`src/rtl/assert_macros.svh`:
```
// Assertion helpers shared by the RTL.
`ifndef ASSERT_MACROS_SVH
`define ASSERT_MACROS_SVH

// When a holds, c holds in the same cycle.
`define ASSERT_SAME(label, clk, rst_n, a, c) \
    label: assert property (@(posedge clk) disable iff (!rst_n) (a) |-> (c)) \
        else $error("assertion failed");

// When a holds, c holds in the next cycle.
`define ASSERT_NEXT(label, clk, rst_n, a, c) \
    label: assert property (@(posedge clk) disable iff (!rst_n) (a) |=> (c)) \
        else $error("assertion failed");

`endif

```
`src/rtl/tgd_pkg.sv`:
```
package tgd_pkg;

    localparam int MAX_POSITION_BINS_DEF = 1024;
    localparam int MAX_GAUSS_BINS_DEF    = 16;
    localparam int MAX_LORENTZ_BINS_DEF  = 16;

    localparam int CELL_W   = 48;
    localparam int ADD_W    = 33;
    localparam int FRAC_W   = 16;
    localparam int COORD_W  = 32;
    localparam int INT_W    = 24;
    localparam int CADDR_W  = 18;
    localparam int BINS_W   = 5;
    localparam int PADDR_W  = 5;

    localparam logic [1:0] STAT_DEPOSITED = 2'd0;
    localparam logic [1:0] STAT_DROPPED   = 2'd1;
    localparam logic [1:0] STAT_READ      = 2'd2;

    localparam logic [2:0] REG_POSITION_MIN = 3'd0;
    localparam logic [2:0] REG_GAUSS_MIN    = 3'd1;
    localparam logic [2:0] REG_LORENTZ_MIN  = 3'd2;
    localparam logic [2:0] REG_POSITION_INV = 3'd3;
    localparam logic [2:0] REG_GAUSS_INV    = 3'd4;
    localparam logic [2:0] REG_LORENTZ_INV  = 3'd5;
    localparam logic [2:0] REG_GAUSS_BINS   = 3'd6;
    localparam logic [2:0] REG_LORENTZ_BINS = 3'd7;

    localparam logic ACT_DEPOSIT = 1'b0;
    localparam logic ACT_READ    = 1'b1;

    typedef enum logic [3:0] {
        ST_CLEAR,
        ST_IDLE,
        ST_MAP,
        ST_ROW,
        ST_BASE,
        ST_DEP,
        ST_RDREQ,
        ST_RDWAIT,
        ST_RESP
    } t_state;

    typedef struct packed {
        logic valid;
        logic busy;
    } t_pipe_stat;

endpackage

```
`src/rtl/tgd_axis_map.sv`:
```
module tgd_axis_map (
    input  logic                         i_clk,
    input  logic [tgd_pkg::COORD_W-1:0]  i_coord,
    input  logic [tgd_pkg::COORD_W-1:0]  i_minimum,
    input  logic [tgd_pkg::COORD_W-1:0]  i_inv,
    output logic [tgd_pkg::COORD_W-1:0]  o_bin,
    output logic [tgd_pkg::FRAC_W-1:0]   o_frac,
    output logic                         o_neg
);
    import tgd_pkg::*;

    logic [COORD_W:0]     diff;
    logic [2*COORD_W-1:0] prod;
    logic [2*COORD_W-1:0] r_prod;
    logic                 r_neg;

    always_comb begin
        diff = {i_coord[COORD_W-1], i_coord} - {i_minimum[COORD_W-1], i_minimum};
        prod = diff[COORD_W] ? '0 : diff[COORD_W-1:0] * i_inv;
    end

    always_ff @(posedge i_clk) begin
        r_prod <= prod;
        r_neg  <= diff[COORD_W] && (i_inv != '0);
    end

    assign o_bin  = r_prod[2*COORD_W-1:COORD_W];
    assign o_frac = r_prod[COORD_W-1:COORD_W-FRAC_W];
    assign o_neg  = r_neg;

endmodule

```
`config.mk`:
```
export PLATFORM = sky130hd
export DESIGN_NAME = tgd_axis_map
export DESIGN_NICKNAME = d
export VERILOG_FILES = /design/src/rtl/assert_macros.svh /design/src/rtl/tgd_pkg.sv /design/src/rtl/tgd_axis_map.sv
export SDC_FILE = /design/constraint.sdc
export NUM_CORES = 2
export LEC_CHECK = 0
export BUFFER_PORTS_ARGS = -buffer_cell sky130_fd_sc_hd__buf_4
export CAP_MARGIN = 30
export CORE_MARGIN = 10
export CORE_UTILIZATION = 39
export CTS_CLUSTER_SIZE = 28
export DETAILED_ROUTE_END_ITERATION = 8
export PLACE_DENSITY_LB_ADDON = 0.25
export SYNTH_ARGS = -nofsm -noshare
export SYNTH_HDL_FRONTEND = slang
export SYNTH_SLANG_ARGS = --single-unit
```
`constraint.sdc`:
```
create_clock -name i_clk -period 12.45 [get_ports i_clk]
set_input_delay 1.8675 -clock i_clk [delete_from_list [all_inputs] [get_ports i_clk]]
set_output_delay 1.8675 -clock i_clk [all_outputs]
set_load 0.01 [all_outputs]
```
=== Yosys cells after proc, flatten, opt, wreduce, memory -nomap -nowiden ===
Index checks and enable logic that the tools add are counted.

* Add/sub/neg operators: 1
* Multipliers: 1
* Reductions and logical operators: 2

{| class="wikitable"
|+ Operators by type and width
! operator !! count
|-
| $mul 32x32->64 || 1
|-
| $sub 32x32->33 || 1
|-
| $reduce_bool 32->1 || 1
|-
| $logic_and 1x1->1 || 1
|}

* Flip-flop bits (word level): 65
* Output and inout port bits: 49
* Word-level logic and storage cells: 6

=== Longest topological paths before layout ===
* Word-level depth: 2
* Mapped depth: 39
* Mapped depth without buffers: 37

=== Least setup slack after synthesis ===
No wires, ideal clock.

* Path type: input-to-reg
* From: input port i_coord[0] (netlist bit)
* To: register r_prod[53]
* Library setup time: 124 ps
* Arrival time: 10560 ps
* Data required time: 12326 ps
* Path slack: 1766 ps
* Stages on the path: 34
* Path through: inv_1 -> ha_1 -> fa_1 -> nor2b_1 -> o31ai_1 -> a31o_2 -> o31ai_2 -> a211oi_1 -> o21ai_0 -> a211oi_1 -> xnor2_1 -> clkbuf_1 -> nand2_1 -> fa_1 -> fa_1 -> fa_1 -> fa_1 -> inv_1 -> fa_1 -> fa_1 -> fa_1 -> inv_1 -> fa_1 -> inv_1 -> ha_1 -> clkbuf_1 -> a21oi_1 -> o21ai_0 -> or2_2 -> a211oi_1 -> a211oi_1 -> nor3b_1 -> o21ai_0 -> mux2i_1

* Longest elaborated chain between the ends: 2

{| class="wikitable"
|+ RTL lines
! what !! line !! source
|-
| start: declaration || tgd_axis_map.sv:3 || <nowiki>input logic [tgd_pkg::COORD_W-1:0] i_coord,</nowiki>
|-
| $sub 32x32->33 (*) || tgd_axis_map.sv:18 || <nowiki>diff = {i_coord[COORD_W-1], i_coord} - {i_minimum[COORD_W-1], i_minimum};</nowiki>
|-
| $mul 32x32->64 || tgd_axis_map.sv:19 || <nowiki>prod = diff[COORD_W] ? '0 : diff[COORD_W-1:0] * i_inv;</nowiki>
|-
| end signal: assignment || tgd_axis_map.sv:23 || <nowiki>r_prod <= prod;</nowiki>
|-
| end: declaration || tgd_axis_map.sv:14 || <nowiki>logic [2*COORD_W-1:0] r_prod;</nowiki>
|}

Mark *: on every way between the ends. The rest lies on a longest branch, timed or not.
A chain may end at the register's enable or synchronous reset.

=== Worst setup path in the final report ===
* From: input port i_coord[0] (netlist bit)
* To: register r_prod[50]

Same word-level chain as after synthesis.

==> impl_metrics.tcl <==
set metrics [dict create \
    status "complete, no violations" \
    syn_avg_cell_area_um2 8.695 \
    rows 114 \
    critPathBufInv 11 \
    layout_min_cycle_time_ns 11.72 \
    path_clk_slew_ns 0.09 \
    synth_nets 5628 \
    worstSetupPathType "in -> reg" \
    critPathRequiredTime_ns 12.71 \
    antenna_cells 0 \
    fillCellCount 9760 \
    yosysTopAreaCellShare_pct 47.50 \
    async_reset_ff_share_pct 0 \
    cts_tree "done" \
    cp.arrival_ns 11.99 \
    drc_errors 0 \
    placed_area_um2 40200 \
    die_h_um 331.2 \
    route.vias.total 28940 \
    avgViaCountPerCell 5.206 \
    gp_congestion 0.9346 \
    dieWidth_um 331.2 \
    slew_violations 0 \
    synth-edff-count 0 \
    ctsRootBufferMaster "clkbuf_16" \
    drt_iter0_drc 1930 \
    synth_cell_types 67 \
    cts_inserted_buffers 5 \
    yosysTopAreaCell "fa_1" \
    coreArea_um2 96420 \
    netlist_instances 4343 \
    first_pass_iters 6 \
    final_hold_viol_count 0 \
    hpwl_mm 93.37 \
    io_pins 146 \
    dieArea_um2 109700 \
    antenna_found_initial 6 \
    drt.antenna.violating_nets 0 \
    synth_area_leaders "fa_1 47%, ha_1 9.7%, inv_1 9.1%, and2_1 7.3%, nand2_1 5.4%" \
    rsz0062_at_grt "no" \
    fmax_mhz 85.30 \
    start_kind "input pin" \
    drive_gt1_share_pct 6.723 \
    holdPathEnd "o_neg" \
    initial_core_util_pct 39.16 \
    cp-end-kind "flip-flop" \
    yosysSeqAreaShare_pct 2.598 \
    port_buffers 145 \
    wl_mm 114.6 \
    synth_warnings 0 \
    setup_viol 0 \
    grt_max_degree 65 \
    grt_use_total_pct 21.42 \
    max_slew.worst_pin.slew_ns 1.014 \
    clockBufferDepth 2 \
    syn_area_um2 37760 \
    cp-startpoint "i_coord[0]" \
    area_growth_pct 6.888 \
    clock-sinks 49 \
    first_global_vias 30870 \
    hp-class "in -> reg" \
    final_area_um2 40370 \
    period_share_pct 94.16 \
    min_from "i_inv[16]" \
    synth_seq_cells 49 \
    synth_ff_type "dfxtp_1" \
    fin_util_pct 41.86 \
    cp_common_cell "fa_1" \
    path_max_fanout 10 \
    cp_slowest_cell "a311oi_1" \
    num-nets-final 5568 \
    h-tree-depth 2 \
    relSlewSlack_pct 32.32 \
    maxCapViolCount 0 \
    max_stage_delay_ns 0.70 \
    fin_tns_setup_ns 0 \
    cpLargestDelayFamily "adder cells" \
    grt_pass1_wl_mm 182.8 \
    routedWlPerCell_um 20.61 \
    overflow 0 \
    hold_depth 5 \
]
## cells by family (layout without fill, tap and decap cells)
family                     count (synthesis)  after routing  share of synthesized area (%)
AOI/OAI and AO/OA                        371            371                          6.365
muxes                                      5              5                         0.1325
and+or+nand+nor                         1459           1459                          20.25
buffers and inverters                   1213           1154                          12.13
adders and majority gates               1188           1188                          57.17
xor gates and xnor gates                  58             58                          1.345
DFF                                       49             49                          2.598
## state kept, by name, indices dropped and copies added, names as in the netlist
signal,flops
o_neg,1
r_prod,48
## cell type report
cell class / count / area, um2 / share of cell area (%)
inverters: 919 / 3450 / 8.546
well taps: 1276 / 1597 / 3.955
multi-input cells: 3081 / 32440 / 80.37
clock buffers: 5 / 125.1 / 0.3100
clock inverters: 3 / 26.28 / 0.06509
repair buffers: 227 / 1744 / 4.321
flip-flops and latches: 49 / 980.9 / 2.430
## metal layers
metal / GRT usage [%] / wire length (um)
met3: 3.469 / 7445
met1: 28.58 / 49030
met2: 35.76 / 54720
met5: 0 / 46
met4: 5.854 / 3342
## layout by cell type, fill, tap and decap left out, types with 5 or more instances in the layout
cell / n
a21o_1: 53
fa_1: 896
xor2_1: 17
nand3_1: 47
and3_1: 29
and2_1: 441
and4b_1: 11
mux2i_1: 5
xnor2_1: 18
nand3b_1: 22
o211ai_1: 5
nand4_1: 45
a211o_1: 6
ha_1: 289
nand2b_1: 27
clkbuf_16: 5
buf_4: 223
nor4b_1: 11
nor2b_1: 51
nor3b_1: 15
inv_1: 919
dfxtp_1: 49
or4b_1: 21
a21oi_1: 97
o21ai_0: 80
a211oi_1: 16
xnor2_2: 20
nand4b_1: 24
nor3_1: 18
o21a_1: 30
a31oi_1: 30
nand2_1: 544
nor2_1: 118
nor4_1: 22
o21bai_1: 9
## per-stage QoR
| stage | setup WS [ns] | cells | hold slack [ns] |
|---|---|---|---|
| after floorplan | 1.766 | 4343 | 2.172 |
| after global placement | -0.2772 | 5548 | 2.266 |
| after detailed placement | 0.2382 | 5551 | 2.261 |
| after CTS | 0.5943 | 5559 | 2.330 |
| after global routing | 0.1258 | 5560 | 2.455 |
| final | 0.7266 | 5560 | 2.348 |
## worst max-delay path by stage
| stage | cells past startpoint | slack [ns] | to |
|---|---|---|---|
| final | 40 | 0.73 | r_prod[50] |
| after global routing | 34 | 0.13 | r_prod[53] |
| after CTS | 30 | 0.59 | r_prod[51] |
| after detailed placement | 31 | 0.24 | r_prod[51] |
| after global placement | 31 | -0.28 | r_prod[51] |
| after floorplan | 34 | 1.77 | r_prod[53] |
## cell usage after synthesis (49+ instances only)
| cell | n |
|---|---|
| inv_1 | 919 |
| fa_1 | 896 |
| nand2_1 | 544 |
| and2_1 | 441 |
| ha_1 | 292 |
| clkbuf_1 | 283 |
| nor2_1 | 120 |
| a21oi_1 | 97 |
| o21ai_0 | 81 |
| a21o_1 | 53 |
| nor2b_1 | 52 |
| dfxtp_1 | 49 |
## tightest hold or removal path, delay by kind of cell
| kind | cells | cell delay [ns] |
|---|---|---|
| buffers and inverters | 1 | 0.36 |
| AND/OR/NAND/NOR | 4 | 0.41 |
## timing repair
action,in CTS,in global routing
buffers inserted,0,0
endpoints found under the setup margin,0,1
resized for setup,0,1
hold buffers,0,0
Power is left out: the tool's default activity adds up to more than one toggle a clock period on the data nets, which glitch-free logic cannot reach.
