### src/rtl/assert_macros.svh
// Assertion helpers shared by the RTL.
`ifndef ASSERT_MACROS_SVH
`define ASSERT_MACROS_SVH

// When a holds, c holds in the same cycle.
`define ASSERT_SAME(label, clk, rst_n, a, c) \
    label: assert property (@(posedge clk) disable iff (!rst_n) (a) |-> (c)) \
        else $error("assertion failed");

// When a holds, c holds in the next cycle.
`define ASSERT_NEXT(label, clk, rst_n, a, c) \
    label: assert property (@(posedge clk) disable iff (!rst_n) (a) |=> (c)) \
        else $error("assertion failed");

`endif

### src/rtl/tgd_pkg.sv
package tgd_pkg;

    localparam int MAX_POSITION_BINS_DEF = 1024;
    localparam int MAX_GAUSS_BINS_DEF    = 16;
    localparam int MAX_LORENTZ_BINS_DEF  = 16;

    localparam int CELL_W   = 48;
    localparam int ADD_W    = 33;
    localparam int FRAC_W   = 16;
    localparam int COORD_W  = 32;
    localparam int INT_W    = 24;
    localparam int CADDR_W  = 18;
    localparam int BINS_W   = 5;
    localparam int PADDR_W  = 5;

    localparam logic [1:0] STAT_DEPOSITED = 2'd0;
    localparam logic [1:0] STAT_DROPPED   = 2'd1;
    localparam logic [1:0] STAT_READ      = 2'd2;

    localparam logic [2:0] REG_POSITION_MIN = 3'd0;
    localparam logic [2:0] REG_GAUSS_MIN    = 3'd1;
    localparam logic [2:0] REG_LORENTZ_MIN  = 3'd2;
    localparam logic [2:0] REG_POSITION_INV = 3'd3;
    localparam logic [2:0] REG_GAUSS_INV    = 3'd4;
    localparam logic [2:0] REG_LORENTZ_INV  = 3'd5;
    localparam logic [2:0] REG_GAUSS_BINS   = 3'd6;
    localparam logic [2:0] REG_LORENTZ_BINS = 3'd7;

    localparam logic ACT_DEPOSIT = 1'b0;
    localparam logic ACT_READ    = 1'b1;

    typedef enum logic [3:0] {
        ST_CLEAR,
        ST_IDLE,
        ST_MAP,
        ST_ROW,
        ST_BASE,
        ST_DEP,
        ST_RDREQ,
        ST_RDWAIT,
        ST_RESP
    } t_state;

    typedef struct packed {
        logic valid;
        logic busy;
    } t_pipe_stat;

endpackage

### src/rtl/tgd_weight_pipe.sv
module tgd_weight_pipe #(
    parameter int AW = 18
) (
    input  logic                        i_clk,
    input  logic                        i_rst_n,
    input  logic                        i_issue,
    input  logic [2:0]                  i_sel,
    input  logic [tgd_pkg::INT_W-1:0]   i_intensity,
    input  logic [tgd_pkg::FRAC_W-1:0]  i_fp,
    input  logic [tgd_pkg::FRAC_W-1:0]  i_fg,
    input  logic [tgd_pkg::FRAC_W-1:0]  i_fl,
    input  logic [AW-1:0]               i_base,
    input  logic [AW-1:0]               i_stride,
    input  logic [AW-1:0]               i_nl,
    output tgd_pkg::t_pipe_stat         o_stat,
    output logic [AW-1:0]               o_addr,
    output logic [tgd_pkg::ADD_W-1:0]   o_add
);
    import tgd_pkg::*;

    localparam int W_W  = FRAC_W + 1;
    localparam int P1_W = 33;
    localparam int P2_W = 34;

    logic                 r_v1, r_v2, r_v3;
    logic [2:0]           r_sel1;
    logic [1:0]           r_sel2;
    logic [P1_W-1:0]      r_p1;
    logic [P2_W-1:0]      r_p2;
    logic [ADD_W-1:0]     r_add;
    logic [AW-1:0]        r_addr, r_addr2;
    logic [W_W-1:0]       wp, wg, wl;
    logic [INT_W+W_W-1:0] m1;
    logic [P1_W+W_W-1:0]  m2;
    logic [P2_W+W_W-1:0]  m3;

    always_comb begin
        wp = i_sel[2] ? {1'b0, i_fp} : (W_W'(1) << FRAC_W) - {1'b0, i_fp};
        wg = r_sel1[1] ? {1'b0, i_fg} : (W_W'(1) << FRAC_W) - {1'b0, i_fg};
        wl = r_sel2[0] ? {1'b0, i_fl} : (W_W'(1) << FRAC_W) - {1'b0, i_fl};
        m1 = (INT_W+W_W)'(i_intensity) * (INT_W+W_W)'(wp);
        m2 = (P1_W+W_W)'(r_p1) * (P1_W+W_W)'(wg);
        m3 = (P2_W+W_W)'(r_p2) * (P2_W+W_W)'(wl);
    end

    always_ff @(posedge i_clk) begin
        if (!i_rst_n) begin
            r_v1 <= 1'b0;
            r_v2 <= 1'b0;
            r_v3 <= 1'b0;
        end else begin
            r_v1 <= i_issue;
            r_v2 <= r_v1;
            r_v3 <= r_v2;
        end
        r_sel1  <= i_sel;
        r_p1    <= P1_W'(m1 >> 8);
        r_addr  <= i_base + (i_sel[2] ? i_stride : '0) + (i_sel[1] ? i_nl : '0)
                   + AW'(i_sel[0]);
        r_sel2  <= r_sel1[1:0];
        r_p2    <= P2_W'(m2 >> FRAC_W);
        r_addr2 <= r_addr;
        r_add   <= ADD_W'(m3 >> FRAC_W);
        o_addr  <= r_addr2;
    end

    assign o_add       = r_add;
    assign o_stat.valid = r_v3;
    assign o_stat.busy  = r_v1 | r_v2 | r_v3;

endmodule
### config.mk
export PLATFORM = sky130hd
export DESIGN_NAME = tgd_weight_pipe
export DESIGN_NICKNAME = d
export VERILOG_FILES = /design/src/rtl/assert_macros.svh /design/src/rtl/tgd_pkg.sv /design/src/rtl/tgd_weight_pipe.sv
export SDC_FILE = /design/constraint.sdc
export NUM_CORES = 2
export LEC_CHECK = 0
export BUFFER_PORTS_ARGS = -buffer_cell sky130_fd_sc_hd__buf_4
export CORE_MARGIN = 3
export CORE_UTILIZATION = 35
export CTS_BUF_LIST = sky130_fd_sc_hd__clkbuf_2 sky130_fd_sc_hd__clkbuf_4 sky130_fd_sc_hd__clkbuf_8
export DETAILED_ROUTE_END_ITERATION = 16
export PLACE_DENSITY = 0.57
export SYNTH_ARGS = -nofsm -noshare
export SYNTH_HDL_FRONTEND = slang
export SYNTH_SLANG_ARGS = --single-unit
### constraint.sdc
create_clock -name i_clk -period 26.8 [get_ports i_clk]
set_clock_uncertainty 0.2 [all_clocks]
set_input_delay 5.36 -clock i_clk [delete_from_list [all_inputs] [get_ports i_clk]]
set_output_delay 5.36 -clock i_clk [all_outputs]
set_load 0.1 [all_outputs]
## Word-level counts from Yosys, hierarchy flattened

Cells that the tools add are included.

- Register bits after elaboration: 160
- Word-level logic and storage cells: 27
- Input port bits: 132
- Output and inout bits: 53

- Multiplexer cells: 5
- $add $sub $neg: 6
- Multiply operators: 3
- Bitwise gates (word level): 2

Operator list:

| operator | number |
|---|---|
| $mux W17 | 3 |
| $sub A17 B16 Y17 const A | 3 |
| $mul A33 B17 Y50 | 1 |
| $mul A34 B17 Y49 | 1 |
| $mul A24 B17 Y41 | 1 |
| $add A18 B18 Y18 | 2 |
| $mux W18 | 2 |
| $add A18 B1 Y18 | 1 |
| $or A1 B1 Y1 | 2 |

## Logic depth before layout (Yosys ltp)

- Depth in word-level cells: 4
- Gate-level depth with buffers: 34
- Depth with buffers taken out: 33

## Worst setup path before layout

Ideal clock, no wire load.

- Kind: input port to flip-flop
- Start: in i_fl[0] (netlist bit)
- End: reg r_add[30] (netlist: o_add[30])
- Path slack: 13842 ps
- Arrival: 12638 ps
- Cell stages on the path: 32
- Data required time: 26480 ps
- Cell sequence: clkbuf_1 -> clkbuf_1 -> inv_1 -> ha_1 -> nor3b_1 -> nand2_1 -> nor3_1 -> a21oi_1 -> xor2_1 -> clkbuf_1 -> nand2_1 -> fa_1 -> inv_1 -> fa_1 -> fa_1 -> fa_1 -> fa_1 -> inv_1 -> fa_1 -> inv_1 -> ha_1 -> a21o_1 -> a21o_1 -> a21o_1 -> a21oi_4 -> o31ai_4 -> a22oi_4 -> a211o_1 -> o211ai_2 -> a2111o_1 -> and2_1 -> xor2_1

- Longest elaborated chain between the ends: 3

RTL lines:

| what | RTL line | source |
|---|---|---|
| start: declaration | tgd_weight_pipe.sv:11 | `input logic [tgd_pkg::FRAC_W-1:0] i_fl,` |
| $sub A17 B16 Y17 | tgd_weight_pipe.sv:40 | `wl = r_sel2[0] ? {1'b0, i_fl} : (W_W'(1) << FRAC_W) - {1'b0, i_fl};` |
| $mux W17 * | tgd_weight_pipe.sv:40 |  |
| $mul A34 B17 Y49 * | tgd_weight_pipe.sv:43 | `m3 = (P2_W+W_W)'(r_p2) * (P2_W+W_W)'(wl);` |
| net m3[46] | tgd_weight_pipe.sv:35 | `logic [P2_W+W_W-1:0] m3;` |
| end signal: assignment | tgd_weight_pipe.sv:63 | `r_add <= ADD_W'(m3 >> FRAC_W);` |
| end: declaration | tgd_weight_pipe.sv:30 | `logic [ADD_W-1:0] r_add;` |

Mark *: on every way through the listed nets, which the timed path passes. The rest lies on a longest branch.
A chain may end at the register's enable or synchronous reset.

## Final worst setup path

- Start: in i_fl[0] (netlist bit)
- End: reg r_add[21] (netlist: o_add[21])

Same word-level chain as after synthesis.

==> summary.md <==
| Metric | Value |
|---|---|
| Status | completed |
| Synth top area share | about 49% |
| Register area | around 3200 um2 |
| Synth area leaders | fa_1 (49%), inv_1 (12%), ha_1 (8.7%) |
| Setup-failing EPs final | 0 |
| Max cap viols | 0 |
| FF-to-FF setup slack | 18.64 ns |
| Core Area | 148000 um2 |
| Hpwl dp | between 100000 and 150000 um |
| Synth Net Count | about 7800 |
| Layout area overhead | 7.55% |
| Worst-Margin Slew | between 0.9 and 1 ns |
| Multi-input gate area | 42300 um2 |
| Max clock buf depth | 2 |
| Cell Area, Synth | ~53000 um2 |
| R2R Path Start | r_sel1[1] |
| Max-slew violation count | 0 |
| Port bufs | 184 |
| Synth Area in Simple Gates | approximately 16% |
| Synth cell count leaders | inv_1 (1661), fa_1 (1283), nand2_1 (1143) |
| DR pass1 iterations | 5 |
| Largest net degree at the start of global routing | 37 |
| Initial antenna violation count | 1 |
| Placed Cells incl. Taps | roughly 8000 |
| Worst skew pair latency | 0.58 ns |
| Reg2reg end | r_p2[26] |
| Initial Util | 35.4% |
| Crit path kind | input port to register |
| RSZ-0062 raised after global routing | no |
| Mean Syn Cell Area | 8.70 um2 |
| Compound-gate portion of the synthesized area | around 3.6% |
| Routed WL | approximately 140000 um |
| FF+latch count, synth | 160 |
| Gr ovfl total | 0 |
| Ys Warns | 0 |
| Largest family of logic cells by synthesized area | adder cells |
| Post-Layout Inst Area | roughly 56000 um2 |
| FFs w/ async S/R, synth | 0% |
| Detail Route Antenna Nets | 0 |
| Number of distinct library cells after synthesis | 70 |
| Fillcell total | approximately 15000 |
| Cts hold-fix bufs | 0 |
| Mux share of post-synthesis cell area | 0.0643% |
| Relative slew slack | roughly a third |
| GPL Wtd Cong | roughly 0.84 |
| Max H-tree Level | 4 |
| Crit path capture type | register |
| Reg2reg path depth | 27 |
| Drt first-iter violations | between 2000 and 2500 |
| FP Rows | 141 |
| CP Launch Type | input port |
| Clock transition at the registers of the reported paths | around 0.12 ns |
| CTS sink count | 160 |
| Synth Instances | a little over 6000 |
| Count leader, synth | inv_1 |
| Worst min path class | register to register |
| DRC Markers | 0 |
| Worst EP arrival | between 10 and 15 ns |
| XOR/XNOR share of the synthesized area | under 10% |
| DIE HEIGHT | just under 400 um |
| Hold Crit Start | r_addr2[1] |
| Required time worst endpoint | 27.08 ns |
| WHS Endpoint | o_addr[1] |
| Setup Buffers After CTS | 0 |
| Routed wire per std cell | approximately 17 um |
| Die width | just under 400 um |
| Total GRT Usage | 18.1% |
| Ports | 185 |
| CTS Buf Count | 17 |
| Vias in the first global route | approximately 42000 |
| Via count | 38100 |
| Cell Area, Placed | ~56000 um2 |
| CP Max Fanout | 36 |
| Post-synth EDFFs | 0 |
| Die area | 155000 um2 |
| TNS Setup | 0 ns |
| Via density | between 4 and 5 |
| Layout Cells excl Fill | approximately 8000 |
| Layout Nets | roughly 8000 |
| Fin crit share | ~50% |
| Area leader, netlist | fa_1 |
| Post-Synth Adder-Cell Area | 57.7% |
| Min cycle time layout | 13.33 ns |
| Share of layout cells above drive strength 1 | just under 6% |
| Fin. Hold Viols | 0 |
| Hold Path Cell Cnt | 0 |
| CTS resizes | 0 |
| Top achievable clock speed | about 75 MHz |
| First-pass GRT wire length | ~230000 um |
| Root buf cell | clkbuf_8 |
| Sequential area share after synthesis | under 10% |
| Commonest register cell after synthesis | dfxtp_1 |
| CTS tree | built |
## registers in the layout, summed over array words and instances (netlist names)
register,count
o_add,33
o_addr,18
r_addr,18
r_addr2,18
r_p1,33
r_p2,34
r_sel1,2
r_sel2,1
r_v1,1
r_v2,1
r_v3,1
## layer usage
metal,share of wire [%],GRT usage (%),vias to the layer above,routed length (um)
met5,0,0,-,0
met4,1.9,3.88,0,2550
met3,6.1,2.36,158,8300
met2,47,29.9,1154,64500
met1,45,25.4,19700,61400
li1,-,-,17000,-
## layout by cell type, fill, tap and decap left out, types with 5 or more instances in the layout
master    netlist  routed
dfxtp_1       160     160
nand3_1        15      15
o21ai_0        34      34
nor2b_1         9       9
and3_1         18      17
xnor2_1        84      80
xor2_1         67      39
or3_1           7       7
a21boi_0        6       6
o21bai_1        7       7
a211oi_1        7       7
nand2_1      1143    1143
ha_1          367     367
and4_1          5       5
inv_1        1661    1661
a31oi_1        12      12
xor2_2          0      28
nor4_1          8       8
nand4_1        12      12
and2_1        481     481
inv_6           0       6
clkbuf_8        0      17
fa_1         1283    1283
nor2_1        104     104
nor3_1         29      29
nand2b_1        9       9
a21oi_1        86      86
o21a_1         16      16
a21o_1         49      49
o21ai_1         9       9
buf_4           1     249
## per-stage QoR
step           utilization, %  setup slack, ns  hold WS, ns
2_1_floorplan               -            13.84        0.110
3_3_place_gp             37.8            13.02        0.110
3_5_place_dp             37.8            12.86        0.112
4_1_cts                  38.1            13.52        0.126
5_1_grt                  38.1            13.05        0.133
6_report                 38.1            13.47        0.126
## kinds of logic (layout without fill, tap and decap cells)
group	count (synthesis)	count (layout)
AO/OA/AOI/OAI	269	269
multiplexers	3	3
flip-flops	160	160
XOR/XNOR	151	151
other	0	1
AND/OR/NAND/NOR	1860	1860
buffers and inverters	1945	1942
adder cells (fa/ha/maj)	1650	1650
## worst max-delay path, stage by stage
cell and delay (ns):
buf_4 0.25, or4_1 0.64, nor4_1 0.53, a21oi_1 0.22, xor2_2 0.16, buf_4 0.41, nand2_1 0.14, fa_1 0.57
inv_1 0.05, fa_1 0.55, fa_1 0.45, fa_1 0.48, fa_1 0.50, inv_1 0.05, fa_1 0.47, inv_1 0.04
ha_1 0.36, a21o_1 0.14, a21oi_1 0.08, o2111ai_1 0.23, a21oi_2 0.08, o31ai_4 0.41, a22oi_4 0.19, a21oi_1 0.40
a21oi_1 0.21, o21ai_0 0.31, a21oi_1 0.14, xnor2_1 0.13
## worst max-delay path by stage
stage / from / to / slack [ns] / cells past startpoint
detailed placement: i_fl[0] / o_add[21] / 12.86 / 28
global placement: i_fl[0] / o_add[26] / 13.02 / 28
global route: i_fl[0] / o_add[21] / 13.05 / 27
finish: i_fl[0] / o_add[21] / 13.47 / 28
floorplan: i_fl[0] / o_add[30] / 13.84 / 32
CTS: i_fl[0] / o_add[21] / 13.52 / 28
## final cells by class
class                   count  area share (%)
diodes                      1         0.00443
clock buffers              18           0.428
clock inverters            14           0.281
inverters                1661            11.0
multi-input cells        3933            74.8
flip-flops and latches    160            5.67
well taps                2002            4.44
repair buffers            249            3.31
Power is left out: the tool's default activity adds up to more than one toggle a clock period on the data nets, which glitch-free logic cannot reach.
